**src/rtl/scpf_pkg.sv**
```systemverilog
// Types and constants of the servo command packet framer.
package scpf_pkg;

	localparam logic [7:0] HDR_BYTE     = 8'h55;
	localparam logic [7:0] LEN_BIAS     = 8'd3;
	localparam int         PARAM_FIELDS = 6;

	typedef enum logic [2:0] {
		ST_IDLE,
		ST_HDR0,
		ST_HDR1,
		ST_ID,
		ST_LEN,
		ST_CMD,
		ST_PARAM
	} state_t;

	typedef enum logic [2:0] {
		SEL_HDR,
		SEL_ID,
		SEL_LEN,
		SEL_CMD,
		SEL_PARAM,
		SEL_CSUM
	} byte_sel_t;

	typedef struct packed {
		logic      load;
		logic      emit;
		byte_sel_t sel;
	} dp_cmd_t;

	typedef struct packed {
		logic out_free;
		logic params_left;
	} dp_status_t;

endpackage

```
**src/rtl/scpf_if.sv**
```systemverilog
// Handshake interfaces for the command input and the byte output.
interface scpf_cmd_if;
	logic       valid;
	logic       ready;
	logic [7:0] device_id;
	logic [7:0] command;
	logic [2:0] param_count;
	logic [7:0] param_0;
	logic [7:0] param_1;
	logic [7:0] param_2;
	logic [7:0] param_3;
	logic [7:0] param_4;
	logic [7:0] param_5;

	modport source (
		output valid, device_id, command, param_count,
		output param_0, param_1, param_2, param_3, param_4, param_5,
		input  ready
	);
	modport sink (
		input  valid, device_id, command, param_count,
		input  param_0, param_1, param_2, param_3, param_4, param_5,
		output ready
	);
endinterface

interface scpf_byte_if;
	logic       valid;
	logic       ready;
	logic [7:0] tx_byte;
	logic       last_byte;

	modport source (output valid, tx_byte, last_byte, input ready);
	modport sink (input valid, tx_byte, last_byte, output ready);
endinterface

```
**src/rtl/servo_command_packet_framer.sv**
```systemverilog
// After a command is taken, the first header word enters the output register when free.
// Throughput, set by the single output register: one word per cycle unless the output
// stalls; a command with N parameters gives 6 + N words after an accept step in ST_IDLE.
// The next command is taken while the checksum word still waits at the output.
// Reset (arst_n low, asynchronous): sequencer idle, output empty, sum and index cleared.
module servo_command_packet_framer #(
	parameter int MAX_PARAMS = 6
) (
	input  logic        clk,
	input  logic        arst_n,
	scpf_cmd_if.sink    cmd,
	scpf_byte_if.source tx
);

	scpf_pkg::dp_cmd_t    dp_cmd;
	scpf_pkg::dp_status_t dp_status;
	logic                 in_ready;

	scpf_ctrl u_ctrl (
		.clk       (clk),
		.arst_n    (arst_n),
		.in_valid  (cmd.valid),
		.in_ready  (in_ready),
		.dp_status (dp_status),
		.dp_cmd    (dp_cmd)
	);

	scpf_dp #(
		.MAX_PARAMS (MAX_PARAMS)
	) u_dp (
		.clk       (clk),
		.arst_n    (arst_n),
		.cmd       (cmd),
		.tx        (tx),
		.dp_cmd    (dp_cmd),
		.dp_status (dp_status)
	);

	assign cmd.ready = in_ready;

endmodule

```
**src/rtl/scpf_dp.sv**
```systemverilog
// Datapath: held command fields, checksum accumulator and output word register.
module scpf_dp #(
	parameter int MAX_PARAMS = 6
) (
	input  logic                  clk,
	input  logic                  arst_n,
	scpf_cmd_if.sink              cmd,
	scpf_byte_if.source           tx,
	input  scpf_pkg::dp_cmd_t     dp_cmd,
	output scpf_pkg::dp_status_t  dp_status
);

	localparam int CNT_W = $clog2(MAX_PARAMS + 1);
	localparam int IDX_W = (MAX_PARAMS > 1) ? $clog2(MAX_PARAMS) : 1;

	logic [7:0]       id_q;
	logic [7:0]       cmd_q;
	logic [CNT_W-1:0] count_q;
	logic [7:0]       params_q [MAX_PARAMS];
	logic [CNT_W-1:0] idx_q;
	logic [7:0]       sum_q;
	logic [7:0]       byte_q;
	logic             last_q;
	logic             valid_q;

	logic [7:0]       params_in [scpf_pkg::PARAM_FIELDS];
	logic [CNT_W-1:0] count_sat;
	logic [7:0]       byte_d;
	logic             add_d;

	always_comb begin
		params_in[0] = cmd.param_0;
		params_in[1] = cmd.param_1;
		params_in[2] = cmd.param_2;
		params_in[3] = cmd.param_3;
		params_in[4] = cmd.param_4;
		params_in[5] = cmd.param_5;
	end

	// clamp an oversized count to the parameter limit
	assign count_sat = (cmd.param_count > 3'(MAX_PARAMS)) ? CNT_W'(MAX_PARAMS)
		: CNT_W'(cmd.param_count);

	always_comb begin
		byte_d = '0;
		add_d  = 1'b0;
		unique case (dp_cmd.sel)
			scpf_pkg::SEL_HDR: begin
				byte_d = scpf_pkg::HDR_BYTE;
			end
			scpf_pkg::SEL_ID: begin
				byte_d = id_q;
				add_d  = 1'b1;
			end
			scpf_pkg::SEL_LEN: begin
				byte_d = 8'(count_q) + scpf_pkg::LEN_BIAS;
				add_d  = 1'b1;
			end
			scpf_pkg::SEL_CMD: begin
				byte_d = cmd_q;
				add_d  = 1'b1;
			end
			scpf_pkg::SEL_PARAM: begin
				byte_d = params_q[idx_q[IDX_W-1:0]];
				add_d  = 1'b1;
			end
			scpf_pkg::SEL_CSUM: begin
				byte_d = ~sum_q;
			end
			default: begin
				byte_d = '0;
			end
		endcase
	end

	always_ff @(posedge clk) begin
		if (dp_cmd.load) begin
			id_q    <= cmd.device_id;
			cmd_q   <= cmd.command;
			count_q <= count_sat;
			for (int i = 0; i < MAX_PARAMS; i++) begin
				params_q[i] <= params_in[i];
			end
		end
		if (dp_cmd.emit) begin
			byte_q <= byte_d;
			last_q <= (dp_cmd.sel == scpf_pkg::SEL_CSUM);
		end
	end

	always_ff @(posedge clk or negedge arst_n) begin
		if (!arst_n) begin
			idx_q   <= '0;
			sum_q   <= '0;
			valid_q <= 1'b0;
		end else begin
			if (dp_cmd.load) begin
				idx_q <= '0;
				sum_q <= '0;
			end else if (dp_cmd.emit) begin
				if (add_d) begin
					sum_q <= sum_q + byte_d;
				end
				if (dp_cmd.sel == scpf_pkg::SEL_PARAM) begin
					idx_q <= idx_q + 1'b1;
				end
			end
			if (dp_cmd.emit) begin
				valid_q <= 1'b1;
			end else if (tx.ready) begin
				valid_q <= 1'b0;
			end
		end
	end

	assign tx.valid     = valid_q;
	assign tx.tx_byte   = byte_q;
	assign tx.last_byte = last_q;

	assign dp_status.out_free    = !valid_q || tx.ready;
	assign dp_status.params_left = (idx_q < count_q);

endmodule

```
**src/rtl/scpf_ctrl.sv**
```systemverilog
// Controller: sequences the packet fields into the output word register.
module scpf_ctrl (
	input  logic                  clk,
	input  logic                  arst_n,
	input  logic                  in_valid,
	output logic                  in_ready,
	input  scpf_pkg::dp_status_t  dp_status,
	output scpf_pkg::dp_cmd_t     dp_cmd
);

	scpf_pkg::state_t state_q;
	scpf_pkg::state_t state_d;

	always_ff @(posedge clk or negedge arst_n) begin
		if (!arst_n) begin
			state_q <= scpf_pkg::ST_IDLE;
		end else begin
			state_q <= state_d;
		end
	end

	always_comb begin
		state_d     = state_q;
		in_ready    = 1'b0;
		dp_cmd.load = 1'b0;
		dp_cmd.emit = 1'b0;
		dp_cmd.sel  = scpf_pkg::SEL_HDR;
		unique case (state_q)
			scpf_pkg::ST_IDLE: begin
				in_ready = 1'b1;
				if (in_valid) begin
					dp_cmd.load = 1'b1;
					state_d     = scpf_pkg::ST_HDR0;
				end
			end
			scpf_pkg::ST_HDR0: begin
				if (dp_status.out_free) begin
					dp_cmd.emit = 1'b1;
					state_d     = scpf_pkg::ST_HDR1;
				end
			end
			scpf_pkg::ST_HDR1: begin
				if (dp_status.out_free) begin
					dp_cmd.emit = 1'b1;
					state_d     = scpf_pkg::ST_ID;
				end
			end
			scpf_pkg::ST_ID: begin
				dp_cmd.sel = scpf_pkg::SEL_ID;
				if (dp_status.out_free) begin
					dp_cmd.emit = 1'b1;
					state_d     = scpf_pkg::ST_LEN;
				end
			end
			scpf_pkg::ST_LEN: begin
				dp_cmd.sel = scpf_pkg::SEL_LEN;
				if (dp_status.out_free) begin
					dp_cmd.emit = 1'b1;
					state_d     = scpf_pkg::ST_CMD;
				end
			end
			scpf_pkg::ST_CMD: begin
				dp_cmd.sel = scpf_pkg::SEL_CMD;
				if (dp_status.out_free) begin
					dp_cmd.emit = 1'b1;
					state_d     = scpf_pkg::ST_PARAM;
				end
			end
			scpf_pkg::ST_PARAM: begin
				// send parameters while any remain, then the checksum word
				dp_cmd.sel = dp_status.params_left ? scpf_pkg::SEL_PARAM
					: scpf_pkg::SEL_CSUM;
				if (dp_status.out_free) begin
					dp_cmd.emit = 1'b1;
					if (!dp_status.params_left) begin
						state_d = scpf_pkg::ST_IDLE;
					end
				end
			end
			default: begin
				state_d = scpf_pkg::ST_IDLE;
			end
		endcase
	end

endmodule

```
**src/flat_wrapper.sv**
```systemverilog
// flat-port wrapper written by rule: the top's interface ports become plain ports
module servo_command_packet_framer_flat 
#(
	parameter int MAX_PARAMS = 6
)
  (clk, arst_n, cmd_valid, cmd_device_id, cmd_command, cmd_param_count, cmd_param_0, cmd_param_1, cmd_param_2, cmd_param_3, cmd_param_4, cmd_param_5, cmd_ready, tx_valid, tx_tx_byte, tx_last_byte, tx_ready);
  scpf_cmd_if cmd_i ();
  scpf_byte_if tx_i ();
  input  logic clk;
  input  logic arst_n;
  input wire logic [$bits(cmd_i.valid)-1:0] cmd_valid;
  input wire logic [$bits(cmd_i.device_id)-1:0] cmd_device_id;
  input wire logic [$bits(cmd_i.command)-1:0] cmd_command;
  input wire logic [$bits(cmd_i.param_count)-1:0] cmd_param_count;
  input wire logic [$bits(cmd_i.param_0)-1:0] cmd_param_0;
  input wire logic [$bits(cmd_i.param_1)-1:0] cmd_param_1;
  input wire logic [$bits(cmd_i.param_2)-1:0] cmd_param_2;
  input wire logic [$bits(cmd_i.param_3)-1:0] cmd_param_3;
  input wire logic [$bits(cmd_i.param_4)-1:0] cmd_param_4;
  input wire logic [$bits(cmd_i.param_5)-1:0] cmd_param_5;
  output wire logic [$bits(cmd_i.ready)-1:0] cmd_ready;
  output wire logic [$bits(tx_i.valid)-1:0] tx_valid;
  output wire logic [$bits(tx_i.tx_byte)-1:0] tx_tx_byte;
  output wire logic [$bits(tx_i.last_byte)-1:0] tx_last_byte;
  input wire logic [$bits(tx_i.ready)-1:0] tx_ready;
  assign cmd_i.valid = cmd_valid;
  assign cmd_i.device_id = cmd_device_id;
  assign cmd_i.command = cmd_command;
  assign cmd_i.param_count = cmd_param_count;
  assign cmd_i.param_0 = cmd_param_0;
  assign cmd_i.param_1 = cmd_param_1;
  assign cmd_i.param_2 = cmd_param_2;
  assign cmd_i.param_3 = cmd_param_3;
  assign cmd_i.param_4 = cmd_param_4;
  assign cmd_i.param_5 = cmd_param_5;
  assign cmd_ready = cmd_i.ready;
  assign tx_valid = tx_i.valid;
  assign tx_tx_byte = tx_i.tx_byte;
  assign tx_last_byte = tx_i.last_byte;
  assign tx_i.ready = tx_ready;
  servo_command_packet_framer #(.MAX_PARAMS(MAX_PARAMS)) u_core (.clk(clk), .arst_n(arst_n), .cmd(cmd_i), .tx(tx_i));
endmodule
```
**config.mk**
```make
export PLATFORM = sky130hd
export DESIGN_NAME = servo_command_packet_framer_flat
export DESIGN_NICKNAME = d
export VERILOG_FILES = /design/src/rtl/scpf_pkg.sv /design/src/rtl/scpf_if.sv /design/src/rtl/servo_command_packet_framer.sv /design/src/rtl/scpf_dp.sv /design/src/rtl/scpf_ctrl.sv /design/src/flat_wrapper.sv
export SDC_FILE = /design/constraint.sdc
export NUM_CORES = 1
export LEC_CHECK = 0
export ABC_AREA = 1
export BUFFER_PORTS_ARGS = -buffer_cell sky130_fd_sc_hd__buf_2
export CORE_MARGIN = 5
export CORE_UTILIZATION = 54
export DETAILED_ROUTE_END_ITERATION = 10
export GPL_ROUTABILITY_DRIVEN = 1
export GPL_TIMING_DRIVEN = 0
export PLACE_DENSITY = 0.83
export RECOVER_POWER = 100
export SLEW_MARGIN = 30
export SYNTH_ARGS = -nofsm -noshare
export SYNTH_HDL_FRONTEND = slang
export SYNTH_SLANG_ARGS = --single-unit
```
**constraint.sdc**
```tcl
create_clock -name clk -period 3 [get_ports clk]
set_input_delay 0 -clock clk [delete_from_list [all_inputs] [get_ports clk]]
set_output_delay 0 -clock clk [all_outputs]
set_load 0.02 [all_outputs]
```
==> metrics.cfg <==
[die]
core_area_sq_um = 7250
die_height_um = 96.2
io_pins = 82
dieArea_sq_um = 9250
start_util_pct = 55.3
die_w_um = 96.2
fp-row-count = 31

[sta]
skew_ps = 12.3
setup_slack_ps = 99.3
slew_violations = 0
period_share_pct = 96.7
hold_viol = 0
maxSlewHeadroom_pct = 7.20
worstMarginPinSlew_ps = 1390
finalCriticalPeriod_ps = 2900
finalSetupViolations = 0
clock.fmax_mhz = 345

[critical_path]
crit_type = reg -> reg
cp_data_required_time_ps = 3260
cp.arrival_ps = 3160
cp-end-kind = flip-flop
start_kind = flip-flop
critical_path.max_fanout = 6

[clock_network]
clk_latency_ps = 370
h-tree-depth = 3
clk_path_buf_depth = 2
cts_buffers = 9
cts_root_buf = clkbuf_8
clkTransAtPathRegs_ps = 100
cts_tree = built
clock_sinks = 91

[run_status]
status = complete, no violations

[drt]
wire_per_inst_um = 18.1
drt_wl_total_um = 11300
firstDrtPassIters = 5
first_iter_violations = 290
num_vias = 3416
viasPerCell = 5.47
ant_nets = 0
drc_errors = 0

[synth]
synth.distinct_cells = 36
synth-seq-cells = 91
ys_top_cells_by_area = edfxtp_1 (57%), dfrtp_1 (9.4%), nand2_1 (6.7%)
ys_warn_count = 0
async_flop_share_pct = 16.5
syn_inst = 349
synth_top_area_cell = edfxtp_1
yosys.area.top_type_share_pct = 56.9
synthesis.area_sq_um = 4010
ys_seq_area_share_pct = 66.3
ys.flop_type = edfxtp_1
avgSynthCellArea_sq_um = 11.5
synth-edff-count = 76
syn_nets = 432

[global_routing]
grt_pass1_vias = 3351
track_usage_pct = 25.1
grt_overflow = 0
grt_pass1_wl_um = 16900
antenna_found_initial = 0
grt_start_max_net_pins = 69

[placement]
port_buffers = 81
dpl.hpwl_um = 6040
pre_cts_slack_ps = -123
gp_congestion = 0.963

[job]
drv_cap = 0

[pwr]
p_per_area_nw_per_um2 = 980
power_leakage_nw = 2.26
p_total_mw = 5.44
ir_worst_vdd_uv = 485

[final_layout]
nNetsFinal = 604
drive_gt1_share_pct = 23.2
n_antenna_cell = 0
fill_cells = 436
syn_to_final_growth_pct = 38.4

[min_path]
min_path_type = in -> reg

## cell families after synthesis
family                     after synthesis  share of synthesized area (%)
and+or+nand+nor                        131                           14.7
DFF                                     91                           66.3
AOI/OAI and AO/OA                       69                           10.1
buffers and inverters                   41                           3.96
adders and majority gates               12                           3.93
xor gates and xnor gates                 5                           1.09
## per-stage QoR
stage | util [%] | std cells | hold WS [ps] | cell area, sq um | TNS [ps]
after floorplan | - | 349 | -296 | 4010 | 0
after global placement | 62.6 | 529 | -69.0 | 4540 | -46.3
after detailed placement | 62.6 | 529 | -72.0 | 4540 | -123
after CTS | 75.4 | 617 | 39.9 | 5470 | 0
after global routing | 76.5 | 625 | 48.4 | 5550 | -132
final | 76.5 | 625 | 24.7 | 5550 | 0
## Yosys cell counts, types with 3 or more instances
cell type  number
a21oi_1        18
nand2_1        72
nand2_2         6
ha_1           11
buf_2           4
nand4_1         3
nand3_1        22
o21ai_1         5
edfxtp_1       76
o2111ai_1       4
a31oi_1         3
o22ai_1         5
nor2_1         20
xnor2_1         3
clkbuf_1        6
o21ai_0        25
inv_2           8
inv_1          23
dfrtp_1        15
## sequential cells by signal (all words and copies together) (netlist names)
signal                    cells
u_core.u_dp.idx_q             3
u_core.u_dp.cmd_q             8
u_core.u_dp.sum_q             8
u_core.u_dp.count_q           3
u_core.u_dp.params_q         48
u_core.u_ctrl.state_q         3
u_core.u_dp.tx.valid          1
u_core.u_dp.tx.last_byte      1
u_core.u_dp.id_q              8
u_core.u_dp.tx.tx_byte        8
## critical path: stages (launching register included)
cell       delay [ps]
edfxtp_1          420
inv_2              90
ha_1              250
nand2_1            80
inv_1              40
nand2_1            90
nand2_4            90
nor2_8            130
buf_4             180
nand3_1           120
o2111ai_1         170
ha_1              350
buf_4             170
nand3_1            90
nand2_1           120
a21oi_2           180
nand3_1            90
nand3_1            90
nand2_1            50
## per-layer routing
layer / routed length [um] / track usage [%]
met5: 0 / 0
met4: 390 / 11.4
met3: 915 / 6.02
met2: 5970 / 44.2
met1: 4050 / 28.6
## final timing paths
path / startpoint / end / slack (ps) / depth (start not counted)
setup / recovery: u_core.u_dp.count_q[2] / u_core.u_dp.sum_q[7] / 100 / 18
hold / removal: cmd_valid / u_core.u_dp.idx_q[1] / 20 / 4
setup reg to reg: u_core.u_dp.count_q[2] / u_core.u_dp.sum_q[7] / 100 / 18
hold reg to reg: u_core.u_dp.sum_q[7] / u_core.u_dp.sum_q[7] / 550 / 2
max in group asynchronous: arst_n / u_core.u_dp.idx_q[2] / 2120 / 2
min in group asynchronous: arst_n / u_core.u_dp.idx_q[1] / 270 / 2
## power by group
group          leakage, nW  switching (mW)  internal [mW]
logic                 1.28            1.67           1.00
registers            0.882           0.160           1.80
clock network       0.0966           0.490          0.325
total                 2.26            2.32           3.12
## layout make-up
| class | count | area (sq um) | area share, % |
|---|---|---|---|
| Clock buffer | 9 | 124 | 2.23 |
| Sequential cell | 91 | 2660 | 47.9 |
| Buffer | 9 | 52.6 | 0.947 |
| Timing Repair Buffer | 162 | 1160 | 20.8 |
| Inverter | 31 | 116 | 2.10 |
| Clock inverter | 7 | 72.6 | 1.31 |
| Multi-Input combinational cell | 217 | 1250 | 22.4 |
| Tap cell | 99 | 124 | 2.23 |
## cells in the final DEF (no fill, tap or decap), types with 14 or more instances in the layout
cell type,n
a21oi_1,14
inv_1,23
o21ai_0,19
dlygate4sd3_1,69
nand2_1,72
nand3_1,22
edfxtp_1,76
clkbuf_1,26
buf_2,58
nor2_1,19
## timing repair
action                                  in CTS  in global routing
gates resized for setup                      5                 26
buffers inserted                             3                  9
pin swaps                                    1                  7
hold buffers                                69                  0
endpoints found under the hold margin       83                  0
endpoints found under the setup margin       1                  4
(Power assumes the default switching activity.)
